### src/hdl/rwc_pkg.sv
`default_nettype none

package rwc_pkg;

	localparam int unsigned WordW = 32;
	localparam int unsigned ShiftW = 5;

	localparam logic [WordW-1:0] CrcPoly = 32'hEDB88320;
	localparam logic [WordW-1:0] InitReset = 32'hFFFFFFFF;
	localparam logic [ShiftW-1:0] ClearReset = '0;

	typedef logic [0:0] cfg_idx_t;
	localparam cfg_idx_t REG_CLEAR_BITS = 1'b0;
	localparam cfg_idx_t REG_INIT_VALUE = 1'b1;

	typedef struct packed {
		logic [WordW-1:0] word_bits;
		logic             first;
		logic             last;
	} item_t;

	typedef struct packed {
		logic [WordW-1:0] crc_out;
		logic             done_res;
	} res_t;

	typedef logic [WordW-1:0] crc_cols_t [WordW];

	// reflected CRC-32 over one word, LSB first; elaboration use only
	function automatic logic [WordW-1:0] crc_serial(logic [WordW-1:0] acc,
			logic [WordW-1:0] data);
		logic [WordW-1:0] c;
		logic             fb;
		c = acc;
		for (int i = 0; i < WordW; i++) begin
			fb = c[0] ^ data[i];
			c = (c >> 1) ^ (fb ? CrcPoly : '0);
		end
		return c;
	endfunction

	// one column of the linear update per input bit
	function automatic crc_cols_t build_cols(bit data_side);
		crc_cols_t cols;
		logic [WordW-1:0] unit;
		for (int i = 0; i < WordW; i++) begin
			unit = '0;
			unit[i] = 1'b1;
			cols[i] = data_side ? crc_serial('0, unit) : crc_serial(unit, '0);
		end
		return cols;
	endfunction

	localparam crc_cols_t CrcAccCols = build_cols(1'b0);
	localparam crc_cols_t CrcDataCols = build_cols(1'b1);

endpackage

`default_nettype wire

### src/hdl/rounded_word_crc32.sv
`default_nettype none

// channel  dir  handshake                 payload
// item     in   item_valid / item_ready   item (rwc_pkg::item_t)
// res      out  res_valid / res_ready     res  (rwc_pkg::res_t)
// cfg      in   cfg_we                    cfg_index, cfg_data
//
// Items go through the input and result registers; one item per cycle unless res stalls.
// Rounding and the 32-bit CRC xor network sit between the input and result registers.
// The accumulator updates as an item moves into the result register.
// A stalled result holds the pipe; the input register keeps taking items while it has room.
// Reset empties both stages, accumulator and init_value go to all ones, clear_bits to 0.

module rounded_word_crc32 (
	input  wire logic                      clk,
	input  wire logic                      arst_n,
	input  wire logic                      item_valid,
	output logic                           item_ready,
	input  wire rwc_pkg::item_t            item,
	output logic                           res_valid,
	input  wire logic                      res_ready,
	output rwc_pkg::res_t                  res,
	input  wire logic                      cfg_we,
	input  wire rwc_pkg::cfg_idx_t         cfg_index,
	input  wire logic [rwc_pkg::WordW-1:0] cfg_data
);

	logic [rwc_pkg::ShiftW-1:0] clear_bits_q;
	logic [rwc_pkg::WordW-1:0]  init_value_q;
	logic [rwc_pkg::WordW-1:0]  acc_q;

	logic                       valid_s1;
	rwc_pkg::item_t             item_s1;
	logic                       res_valid_q;
	rwc_pkg::res_t              res_q;

	logic                       out_free;
	logic                       adv_s1;
	logic [rwc_pkg::WordW-1:0]  base;
	logic [rwc_pkg::WordW-1:0]  crc;
	logic [rwc_pkg::WordW-1:0]  crc_next;

	assign out_free = !res_valid_q || res_ready;
	assign adv_s1 = valid_s1 && out_free;
	assign item_ready = !valid_s1 || adv_s1;

	assign base = item_s1.first ? init_value_q : acc_q;
	assign crc_next = item_s1.last ? ~crc : crc;

	rwc_fold u_fold (
		.acc        (base),
		.word_bits  (item_s1.word_bits),
		.clear_bits (clear_bits_q),
		.crc        (crc)
	);

	always_ff @(posedge clk or negedge arst_n) begin
		if (!arst_n) begin
			clear_bits_q <= rwc_pkg::ClearReset;
			init_value_q <= rwc_pkg::InitReset;
		end else if (cfg_we) begin
			unique case (cfg_index)
				rwc_pkg::REG_CLEAR_BITS: clear_bits_q <= cfg_data[rwc_pkg::ShiftW-1:0];
				rwc_pkg::REG_INIT_VALUE: init_value_q <= cfg_data;
				default: ;
			endcase
		end
	end

	always_ff @(posedge clk or negedge arst_n) begin
		if (!arst_n) begin
			valid_s1 <= 1'b0;
			res_valid_q <= 1'b0;
			acc_q <= rwc_pkg::InitReset;
		end else begin
			if (item_ready) begin
				valid_s1 <= item_valid;
			end
			if (out_free) begin
				res_valid_q <= valid_s1;
			end
			if (adv_s1) begin
				acc_q <= crc_next;
			end
		end
	end

	always_ff @(posedge clk) begin
		if (item_valid && item_ready) begin
			item_s1 <= item;
		end
		if (adv_s1) begin
			res_q.crc_out <= crc_next;
			res_q.done_res <= item_s1.last;
		end
	end

	assign res_valid = res_valid_q;
	assign res = res_q;

endmodule

`default_nettype wire

### src/hdl/rwc_fold.sv
`default_nettype none

module rwc_fold (
	input  wire logic [rwc_pkg::WordW-1:0]  acc,
	input  wire logic [rwc_pkg::WordW-1:0]  word_bits,
	input  wire logic [rwc_pkg::ShiftW-1:0] clear_bits,
	output logic      [rwc_pkg::WordW-1:0]  crc
);

	logic [rwc_pkg::WordW-1:0] half;
	logic [rwc_pkg::WordW-1:0] mask;
	logic [rwc_pkg::WordW-1:0] rounded;

	always_comb begin
		half = '0;
		if (clear_bits != '0) begin
			half = {{(rwc_pkg::WordW-1){1'b0}}, 1'b1} << (clear_bits - 1'b1);
		end
		mask = {rwc_pkg::WordW{1'b1}} << clear_bits;
		rounded = (word_bits + half) & mask;
	end

	// CRC is linear: xor of precomputed columns for each set bit
	always_comb begin
		crc = '0;
		for (int i = 0; i < rwc_pkg::WordW; i++) begin
			crc = crc ^ (acc[i] ? rwc_pkg::CrcAccCols[i] : '0)
				^ (rounded[i] ? rwc_pkg::CrcDataCols[i] : '0);
		end
	end

endmodule

`default_nettype wire
### config.mk
export PLATFORM = sky130hd
export DESIGN_NAME = rounded_word_crc32
export DESIGN_NICKNAME = d
export VERILOG_FILES = /design/src/hdl/rwc_pkg.sv /design/src/hdl/rounded_word_crc32.sv /design/src/hdl/rwc_fold.sv
export SDC_FILE = /design/constraint.sdc
export NUM_CORES = 1
export LEC_CHECK = 0
export ABC_AREA = 0
export CORE_UTILIZATION = 45
export CTS_CLUSTER_DIAMETER = 120
export CTS_CLUSTER_SIZE = 10
export DETAILED_ROUTE_END_ITERATION = 12
export DONT_BUFFER_PORTS = 1
export PLACE_DENSITY = 0.58
export SYNTH_ARGS = -nofsm -noshare
export SYNTH_HDL_FRONTEND = slang
export SYNTH_SLANG_ARGS = --single-unit
### constraint.sdc
create_clock -name clk -period 8.9 [get_ports clk]
set_input_delay 1.335 -clock clk [delete_from_list [all_inputs] [get_ports clk]]
set_output_delay 1.335 -clock clk [all_outputs]
set_load 0.02 [all_outputs]
; ---- After elaboration in Yosys (flattened, before gate mapping)
; Cells that the tools add are included.
[classes]
add_sub_neg = 2
n_shift = 2
mux = 67
bitwise = 66
n_reduce_logical = 9
[op_table]
columns = op, count
row1 = $xor 32x32->32, 63
row2 = $mux 32, 29
row3 = $mux 31, 12
row4 = $mux 30, 8
row5 = $mux 29, 6
row6 = $mux 28, 4
row7 = $mux 27, 4
row8 = $mux 26, 2
row9 = $mux 25, 2
row10 = $add 32x32->32, 1
row11 = $and 32x32->32, 1
row12 = $not 32->32, 1
row13 = $shl 1x5->32 const A, 1
row14 = $shl 32x5->32 const A, 1
row15 = $reduce_bool 5->1, 1
row16 = $sub 5x1->5 const B, 1
row17 = $reduce_and 2->1, 2
row18 = $logic_and 1x1->1, 2
row19 = $logic_not 1->1, 2
row20 = $logic_or 1x1->1, 2
row21 = $not 1->1, 1
[word_totals]
regBits = 138
inputBits = 72
elab_cells = 156

; ---- Depth between registers and ports, before layout
; Gate-level depths: netlist of the first run.
[logic_depth]
ltp_word = 71
ltp_mapped = 20
ltp_nobuf = 16

; ---- Modules after synthesis
; Synthesis of the first run repeated with hierarchy kept, for this count alone.
[unflattened]
cells_unflattened = 986
hier_area_um2 = 11237.0
[modules_own_cells]
columns = module, instances, cells_each, area_per_inst_um2, seq_area_each_um2
row1 = rwc_fold, 1, 692, 5716.7, 0.0
row2 = rounded_word_crc32, 1, 294, 5520.3, 3868.7

; ---- Least setup slack after synthesis of the first run
; No wires, ideal clock.
[synth_path]
path_type = reg-to-reg
from = reg clear_bits_q[2] in the netlist's numbering
to = reg acc_q[26] in the netlist's numbering
arrival_time_ps = 4584
t_required_ps = 8818
slack_ps = 4234
path_stages_with_launch = 18
path_buffers = 3
period_less_slack_ps = 4666
path_cell_list = dfrtp_1 > buf_2 > buf_1 > or3_1 > nor2_1 > ha_1 > clkbuf_1 > and3_1 > nand2_1 > or4b_2 > and3b_1 > a211oi_2 > xor2_2 > xnor3_1 > xnor3_1 > xor2_1 > xnor2_1 > mux2_2
[synth_via]
elab_chain_cells = 67
word_cells_on_any_way = 83
cone_classes = add/sub (2) / shift (2) / mux (17) / bitwise (61) / reduce/logical (1)
[synth_rtl]
columns = item, line
row1 = from (decl), rounded_word_crc32.sv:28  ; logic [rwc_pkg::ShiftW-1:0] clear_bits_q;
row2 = from (signal assigned), rounded_word_crc32.sv:59  ; clear_bits_q <= rwc_pkg::ClearReset;
row3 = from (signal assigned), rounded_word_crc32.sv:63  ; rwc_pkg::REG_CLEAR_BITS: clear_bits_q <= cfg_data[rwc_pkg::ShiftW-1:0];
row4 = $sub 5x1->5, rwc_fold.sv:17  ; half = {{(rwc_pkg::WordW-1){1'b0}}, 1'b1} << (clear_bits - 1'b1);
row5 = $shl 1x5->32, rwc_fold.sv:17
row6 = $mux 32, rwc_fold.sv:16  ; if (clear_bits != '0) begin
row7 = $add 32x32->32, rwc_fold.sv:20  ; rounded = (word_bits + half) & mask;
row8 = $and 32x32->32 (*), rwc_fold.sv:20
row9 = $mux 32, rwc_fold.sv:28  ; ^ (rounded[i] ? rwc_pkg::CrcDataCols[i] : '0);
row10 = $xor 32x32->32, rwc_fold.sv:28
row11 = $xor 32x32->32, rwc_fold.sv:27  ; crc = crc ^ (acc[i] ? rwc_pkg::CrcAccCols[i] : '0)
row12 = (+52 left out), -
row13 = $xor 32x32->32, rwc_fold.sv:28
row14 = $xor 32x32->32, rwc_fold.sv:27
row15 = $xor 32x32->32, rwc_fold.sv:28
row16 = $xor 32x32->32, rwc_fold.sv:27
row17 = $xor 32x32->32 (*), rwc_fold.sv:28
row18 = $not 32->32, rounded_word_crc32.sv:48  ; assign crc_next = item_s1.last ? ~crc : crc;
row19 = $mux 32 (*), rounded_word_crc32.sv:48
row20 = via crc_next (one bit), rounded_word_crc32.sv:41  ; logic [rwc_pkg::WordW-1:0] crc_next;
row21 = to (signal assigned), rounded_word_crc32.sv:74  ; acc_q <= rwc_pkg::InitReset;
row22 = to (signal assigned), rounded_word_crc32.sv:83  ; acc_q <= crc_next;
row23 = to (decl), rounded_word_crc32.sv:30  ; logic [rwc_pkg::WordW-1:0] acc_q;
; The timed path passes the listed nets; every way through them passes the cells marked *.
; A chain may end at the register's enable or synchronous reset.

; ---- Worst setup path in the final report of the first run
[layout_path]
from = reg clear_bits_q[4] in the netlist's numbering
to = reg acc_q[31] in the netlist's numbering
[layout_via]
elab_chain_cells = 71
word_cells_on_any_way = 85
cone_classes = add/sub (2) / shift (2) / mux (15) / bitwise (65) / reduce/logical (1)
[layout_rtl]
columns = item, line
row1 = $sub 5x1->5, rwc_fold.sv:17
row2 = $shl 1x5->32, rwc_fold.sv:17
row3 = $mux 32, rwc_fold.sv:16
row4 = $add 32x32->32, rwc_fold.sv:20
row5 = $and 32x32->32 (*), rwc_fold.sv:20
row6 = $mux 32, rwc_fold.sv:28
row7 = $xor 32x32->32, rwc_fold.sv:28
row8 = $xor 32x32->32, rwc_fold.sv:27
row9 = (+56 left out), -
row10 = $xor 32x32->32, rwc_fold.sv:28
row11 = $xor 32x32->32, rwc_fold.sv:27
row12 = $xor 32x32->32, rwc_fold.sv:28
row13 = $xor 32x32->32, rwc_fold.sv:27
row14 = $xor 32x32->32 (*), rwc_fold.sv:28
row15 = $not 32->32, rounded_word_crc32.sv:48
row16 = $mux 32 (*), rounded_word_crc32.sv:48
row17 = via crc_next (one bit), rounded_word_crc32.sv:41
; Marks and branches as above.

==> results.ini, run 1 <==
[synthesis]
synth_nets = 1101
ys_ff_latch = 138
ys_warn_count = 0
synth-async-reset-ratio = 0.514
synth_cell_type_count = 92
synthTopCellsByArea = edfxtp_1 19%, dfstp_2 16%, xnor2_1 15%
synth.most_common_cell = xnor2_1
syn_inst = 997
synth_top_area_frac = 0.186
synth_area_mm2 = 0.0108
synth_edf_count = 67
syn_avg_cell_area_um2 = 10.9
synth_common_cells = 180 x xnor2_1, 70 x mux2_2, 67 x edfxtp_1
yosys_most_used_dff = edfxtp_1
ys_seq_area_frac = 0.357
yosys.area.top_type = edfxtp_1

[critical_path]
worstPathMaxFanout = 19
critPathLaunchType = flip-flop
end_kind = flip-flop
required_ns = 9.26
critical_path_class = flip-flop to flip-flop
arrival_ns = 6.25

[routing]
ant_nets = 0
wirelength_um = 29700
vias = 7611
drtIter0Drc = 607
wire_per_inst_um = 22.5
drc = 0
via_per_inst = 5.77
drt-pass1-iter-count = 5

[placed_design]
io_buffers = 0
pre_cts_slack_ns = 3.10
routabilityCongestion = 0.933
dp_hpwl_um = 22800

[outcome]
status = finished, final reports clean

[die]
fp.dieArea_mm2 = 0.0247
rows = 56
core-area_mm2 = 0.0235
die_w_um = 157
num_io_pins = 107
dieHeight_um = 157
start_util = 0.460

[finish]
drive_gt1_frac = 0.218
layout.nets = 1092
syn2layout_area_growth_pct = 8.52
antenna_cells = 0

[global_route]
grt_pass1_vias = 7357
grt_overflow = 0
track_usage = 0.247
antenna_found_initial = 0
grt_max_degree = 72
grt_pass1_wl_um = 44600

[sta]
finalCriticalPeriod_ns = 5.88
max_slew_margin = 0.335
final-hold-violation-count = 0
fmax_ghz = 0.170
report.final.slew_viol_count = 0
finClkSkew_ns = 0.0126
final-setup-viol-count = 0
tns_ns = 0
setup_slack_ns = 3.02
rsz0062_at_grt = no
tightestPinTransition_ns = 0.990
period_share = 0.661

[cts]
cts_made_buffers = 17
clkTransAtPathRegs_ns = 0.07
htree_levels = 4
clk_path_buf_depth = 2
clk_latency_ns = 0.43
root_buffer = clkbuf_16
post_cts_resize_count = 0
hold_buffers = 0
cts.sinks = 138
cts_tree = done
cts_setup_buffers = 0

[min_path]
hp-class = flip-flop to flip-flop

[job]
cap_violations = 0

[worst max-delay path: stages (launching register included)]
cell	delay [ns]
dfrtp_1	0.77
inv_1	0.36
nand3_1	0.28
nor2_1	0.07
ha_1	0.47
a21oi_1	0.27
o211ai_1	0.13
a31oi_1	0.51
a21boi_0	0.29
xor2_1	0.12
a311oi_2	0.29
xor2_2	0.62
xnor2_1	0.18
xnor2_1	0.51
xnor3_1	0.52
xnor2_1	0.15
mux2_2	0.28
[cell type report]
cell class              instances  area (um2)
inverters                      11        41.3
fillers                      2160       11800
clock buffers                  21         483
well taps                     319         399
flip-flops and latches        138        3870
clock inverters                11         154
repair buffers                  9        67.6
multi-input cells             811        6740
[metal layers]
layer  wire length [um]  up-vias  part of all wire  global-route usage
met1              13300     3742              0.45               0.326
met3               1360       43             0.046              0.0479
met5                  0        -                 0                   0
li1                   -     3581                 -                   -
met2              14200      245              0.48               0.407
met4                786        0             0.026              0.0786
[metrics by stage]
step                 util  cells  cell area [um2]  hold slack (ns)
floorplan               -    997            10800            0.424
CTS                 0.499   1320            11800            0.507
detailed placement  0.472   1288            11100            0.493
finish              0.499   1320            11800            0.506
global route        0.499   1320            11800            0.547
global placement    0.472   1288            11100            0.467
[sequential cells by signal, indices dropped and copies added (netlist names)]
signal	cells
res_valid	1
item_s1	34
valid_s1	1
acc_q	32
res	33
clear_bits_q	5
init_value_q	32
[final timing paths]
path | start | end | slack (ns) | depth (start not counted)
worst max-delay path | clear_bits_q[4] | acc_q[31] | 3.02 | 16
worst min-delay path | valid_s1 | res_valid | 0.51 | 1
worst max register to register | clear_bits_q[4] | acc_q[31] | 3.02 | 16
worst min register to register | valid_s1 | res_valid | 0.51 | 1
max in group asynchronous | arst_n | acc_q[25] | 8.09 | 0
min in group asynchronous | arst_n | res_valid | 0.61 | 0
[cell families after synthesis]
group                    Yosys count  share of synthesized area
flip-flops                       138                      0.357
buffers and inverters             48                     0.0204
AO/OA/AOI/OAI                    171                      0.119
adder cells (fa/ha/maj)           32                     0.0376
multiplexers                     105                      0.106
AND/OR/NAND/NOR                  227                      0.105
XOR/XNOR                         276                      0.255
[placed cells by master (no fill, tap or decap), types with 31 or more instances in the layout]
master	instances
mux2i_1	34
a21oi_1	35
xor2_1	66
edfxtp_1	67
nand2_1	55
nor2_1	60
mux2_2	70
xnor2_1	180
dfstp_2	64
o21ai_0	31
ha_1	31
Power of run 1 is not shown: default switching activity piles up to over one toggle a cycle in this logic, so the estimate is an artifact.
==> inputs of run 2 (changes only) <==
==> constraint.sdc (replaced) <==
create_clock -name clk -period 5.72 [get_ports clk]
set_input_delay 0.858 -clock clk [delete_from_list [all_inputs] [get_ports clk]]
set_output_delay 0.858 -clock clk [all_outputs]
set_load 0.02 [all_outputs]
==> run 2 against run 1 <==
  * Design area up 3.1%
  * Highest routed layer is now met5
  * Sequential cell count unchanged
  * Setup slack got worse by 2.7 ns
  * Critical endpoint is now acc_q[19]
==> results.ini, run 2 (synthesis results as in run 1) <==
[critical_path]
required_ns = 6.08
critPathLaunchType = flip-flop
max_stage_delay_ns = 0.75
end_kind = flip-flop
critical_path_class = flip-flop to flip-flop
crit_path_frequent_cell = xnor2_1
arrival_ns = 5.74
path_cells = nor2_1 -> nand2_1 -> nor2_1 -> ha_1 -> a21o_1 -> a21oi_4 -> a21oi_2 -> buf_4 -> o21a_1 -> o21ai_0 -> o211ai_1 -> xnor2_1 -> xor3_1 -> xnor2_1 -> xnor3_1 -> xnor2_1 -> mux2_2
crit_slowest_cell = xnor2_1
worstPathMaxFanout = 17

[sta]
finalCriticalPeriod_ns = 5.38
tns_ns = 0
max_slew_margin = 0.447
final-setup-viol-count = 0
period_share = 0.941
final-hold-violation-count = 0
tightestPinTransition_ns = 0.823
report.final.slew_viol_count = 0
finClkSkew_ns = 0.00929
fmax_ghz = 0.186
rsz0062_at_grt = no

[finish]
layout_commonest_cell = xnor2_1
antenna_cells = 0
layout.nets = 1143
drive_gt1_frac = 0.257
largest_reg_flops = 34
regMostFlops = item_s1
final_cell_mix = 180 x xnor2_1, 70 x mux2_2, 67 x edfxtp_1, 66 x xor2_1, 64 x dfstp_2
syn2layout_area_growth_pct = 11.9

[routing]
wire_per_inst_um = 21.8
drt-pass1-iter-count = 6
via_per_inst = 5.61
wirelength_um = 29800
drc = 0
drtIter0Drc = 506
vias = 7693
ant_nets = 0

[global_route]
grt_pass1_vias = 7591
track_usage = 0.250
grt_overflow = 0
grt_pass1_wl_um = 45500
antenna_found_initial = 1
grt_max_degree = 72

[cts]
clk_latency_ns = 0.43
cts_tree = done
htree_levels = 4
cts.sinks = 138
cts_made_buffers = 17
clk_path_buf_depth = 2
root_buffer = clkbuf_16
clkTransAtPathRegs_ns = 0.06

[die]
dieHeight_um = 157
num_io_pins = 107
fp.dieArea_mm2 = 0.0247
rows = 56
start_util = 0.460
die_w_um = 157
core-area_mm2 = 0.0235

[outcome]
status = finished, final reports clean

[min_path]
hp-class = input pin to async pin

[placed_design]
dp_hpwl_um = 23300
routabilityCongestion = 0.988
io_buffers = 0

[job]
cap_violations = 0

[run 2: changes by cell type in the layout (fill, tap and decap cells not counted), sizes merged]
cell,delta
inv,-2
clkinvlp,+3
bufinv,-1
buf,+51
[run 2: critical path: cells and delay by family, from the launching register on]
family                   cells  cell delay (ns)
AO/OA/AOI/OAI                6             1.16
XOR/XNOR                     5             2.13
adder cells (fa/ha/maj)      1             0.30
buffers and inverters        1             0.16
flip-flops                   1             0.51
multiplexers                 1             0.28
AND/OR/NAND/NOR              3             0.77
[run 2: repair_timing]
item / 4_1_cts / 5_1_grt
buffers inserted: 0 / 0
gates resized for setup: 0 / 1
hold buffers: 0 / 0
endpoints found under the setup margin: 0 / 3
[run 2: stage by stage]
step                instances  instance area [um2]  hold slack, ns  utilization  setup WS [ns]
finish                   1371                12100           0.128        0.515          0.339
CTS                      1371                12100           0.118        0.515          0.282
floorplan                 997                10800           0.424            -           1.05
global placement         1339                11500           0.472        0.489          0.375
detailed placement       1339                11500           0.483        0.489          0.291
global route             1371                12100           0.109        0.515         0.0774
[run 2: worst paths after layout]
kind	from	end	slack (ns)	cells past startpoint
worst max-delay path	clear_bits_q[3]	acc_q[19]	0.34	17
worst min-delay path	arst_n	clear_bits_q[2]	0.13	0
worst max register to register	clear_bits_q[3]	acc_q[19]	0.34	17
worst min register to register	valid_s1	res_valid	0.49	1
max in group asynchronous	arst_n	init_value_q[25]	5.39	0
min in group clk	valid_s1	res_valid	0.49	1
[run 2: area by class of cell]
| cell class | instances | area [um2] |
|---|---|---|
| flip-flops and latches | 138 | 3870 |
| clock inverters | 11 | 133 |
| fillers | 2164 | 11400 |
| clock buffers | 21 | 483 |
| multi-input cells | 811 | 6740 |
| repair buffers | 60 | 450 |
| inverters | 11 | 41.3 |
| well taps | 319 | 399 |
[run 2: metal layers]
metal,GRT usage,wire [um],up-vias,part of all wire
li1,-,-,3674,-
met1,0.329,13400,3764,0.45
met2,0.418,14600,215,0.49
met3,0.0369,1160,38,0.039
met4,0.0888,699,2,0.023
met5,0,17,-,0.00057
Power of run 2 is left out for the same reason.
==> inputs of run 3 (changes only) <==
--- a/config.mk
+++ b/config.mk
@@ -11,6 +11,7 @@
 export CTS_CLUSTER_SIZE = 10
 export DETAILED_ROUTE_END_ITERATION = 12
 export DONT_BUFFER_PORTS = 1
+export GPL_TIMING_DRIVEN = 0
 export PLACE_DENSITY = 0.58
 export SYNTH_ARGS = -nofsm -noshare
 export SYNTH_HDL_FRONTEND = slang
==> run 3 against run 2 <==
  * Sequential share of layout area up 0.18 points
  * Register-to-register slack worse by 0.09 ns
  * Via count down 0.21%
  * Critical path depth unchanged
  * Die area unchanged
  * Global-route usage up 0.43 points
==> results.ini, run 3 (synthesis results as in run 1) <==
[routing]
drc = 0
ant_nets = 0
drt-pass1-iter-count = 5
via_per_inst = 5.68
drtIter0Drc = 597
wirelength_um = 30400
vias = 7677
wire_per_inst_um = 22.5

[placed_design]
routabilityCongestion = 0.934
io_buffers = 0
pre_cts_slack_ns = -0.370
dp_hpwl_um = 23500

[finish]
regMostFlops = item_s1
utilization = 0.512
syn2layout_area_growth_pct = 11.2
layout_commonest_cell = xnor2_1
n_fill_cell = 2162
layout.nets = 1121
final_cell_mix = 174 x xnor2_1, 70 x mux2_2, 67 x edfxtp_1, 66 x xor2_1, 64 x dfstp_2
drive_gt1_frac = 0.242
largest_reg_flops = 34

[die]
dieHeight_um = 157
core-area_mm2 = 0.0235
start_util = 0.460
rows = 56
die_w_um = 157
fp.dieArea_mm2 = 0.0247
num_io_pins = 107

[cts]
htree_levels = 4
hold_buffers = 0
root_buffer = clkbuf_16
clk_path_buf_depth = 2
cts.sinks = 138
cts_made_buffers = 17
cts_tree = done
clk_latency_ns = 0.44
clkTransAtPathRegs_ns = 0.07

[critical_path]
arrival_ns = 5.84
path_cells = buf_2 -> clkbuf_2 -> or3_1 -> nor2_1 -> ha_1 -> o21a_1 -> o32ai_4 -> nor2_1 -> o21a_1 -> o21ai_0 -> o211ai_1 -> xnor2_1 -> xor3_1 -> xnor2_1 -> xnor3_1 -> xnor2_1 -> mux2_2
critPathLaunchType = flip-flop
end_kind = flip-flop
crit_path_frequent_cell = xnor2_1
required_ns = 6.09
crit_slowest_cell = xnor2_1
max_stage_delay_ns = 0.62
worstPathMaxFanout = 10
critical_path_class = flip-flop to flip-flop

[sta]
period_share = 0.957
tightestPinTransition_ns = 1.24
max_slew_margin = 0.165
final-setup-viol-count = 0
rsz0062_at_grt = no
finClkSkew_ns = 0.0111
setup_slack_ns = 0.248
whs_ns = 0.113
report.final.slew_viol_count = 0
fmax_ghz = 0.183
finalCriticalPeriod_ns = 5.47
final-hold-violation-count = 0

[global_route]
track_usage = 0.255
grt_pass1_vias = 7446
grt_max_degree = 72
antenna_found_initial = 3
grt_overflow = 0
grt_pass1_wl_um = 46000

[job]
cap_violations = 0

[min_path]
hp-class = input pin to async pin

[outcome]
status = finished, final reports clean

-- run 3: changes by cell type in the layout (fill, tap and decap cells not counted), moves of 4 or more --
cell,change
xnor2_2,+6
buf_1,+4
buf_2,+15
clkbuf_1,+7
xnor2_1,-6
clkbuf_2,+4
buf_4,-56
-- run 3: final timing paths --
kind	from	to	slack [ns]	cells past startpoint
max	clear_bits_q[2]	acc_q[19]	0.25	17
min	arst_n	clear_bits_q[0]	0.11	0
max reg2reg	clear_bits_q[2]	acc_q[19]	0.25	17
min reg2reg	valid_s1	res_valid	0.49	1
max in group asynchronous	arst_n	init_value_q[24]	5.41	0
min in group clk	valid_s1	res_valid	0.49	1
-- run 3: critical path, delay by kind of cell, from the launching register on --
| family | cells | cell delay [ns] |
|---|---|---|
| fa+ha+maj | 1 | 0.34 |
| xor+xnor | 5 | 2.03 |
| flops | 1 | 0.42 |
| buf+inv | 2 | 0.44 |
| compound gates | 5 | 1.19 |
| simple gates | 3 | 0.70 |
| mux | 1 | 0.29 |
-- run 3: final cells by class --
| cell class | count | area [um2] | share of cell area |
|---|---|---|---|
| repair buffers | 2 | 35.0 | 0.00291 |
| clock buffers | 19 | 454 | 0.0377 |
| well taps | 319 | 399 | 0.0331 |
| diodes | 2 | 5.00 | 0.000415 |
| inverters | 11 | 41.3 | 0.00343 |
| plain buffers | 36 | 181 | 0.0151 |
| multi-input cells | 811 | 6890 | 0.571 |
| clock inverters | 13 | 179 | 0.0148 |
| flip-flops and latches | 138 | 3870 | 0.321 |
-- run 3: metrics by stage --
step           cells  cell area, um2  TNS [ns]
2_1_floorplan    997           10800         0
3_3_place_gp    1316           11200    -0.843
3_5_place_dp    1317           11300     -1.03
4_1_cts         1349           11900         0
5_1_grt         1351           12100         0
6_report        1351           12100         0
-- run 3: what timing repair did --
item | in CTS | in global routing
pin swaps | 1 | 1
buffers inserted | 0 | 1
setup endpoints to repair | 11 | 47
resized for setup | 6 | 21
-- run 3: routing by layer --
metal  part of all wire  wire length [um]  track usage
met5            0.00036                11            0
met4              0.021               641       0.0703
met3              0.043              1310       0.0369
met2               0.49             15000        0.431
met1               0.44             13500        0.338
Power of run 3 is left out for the same reason.
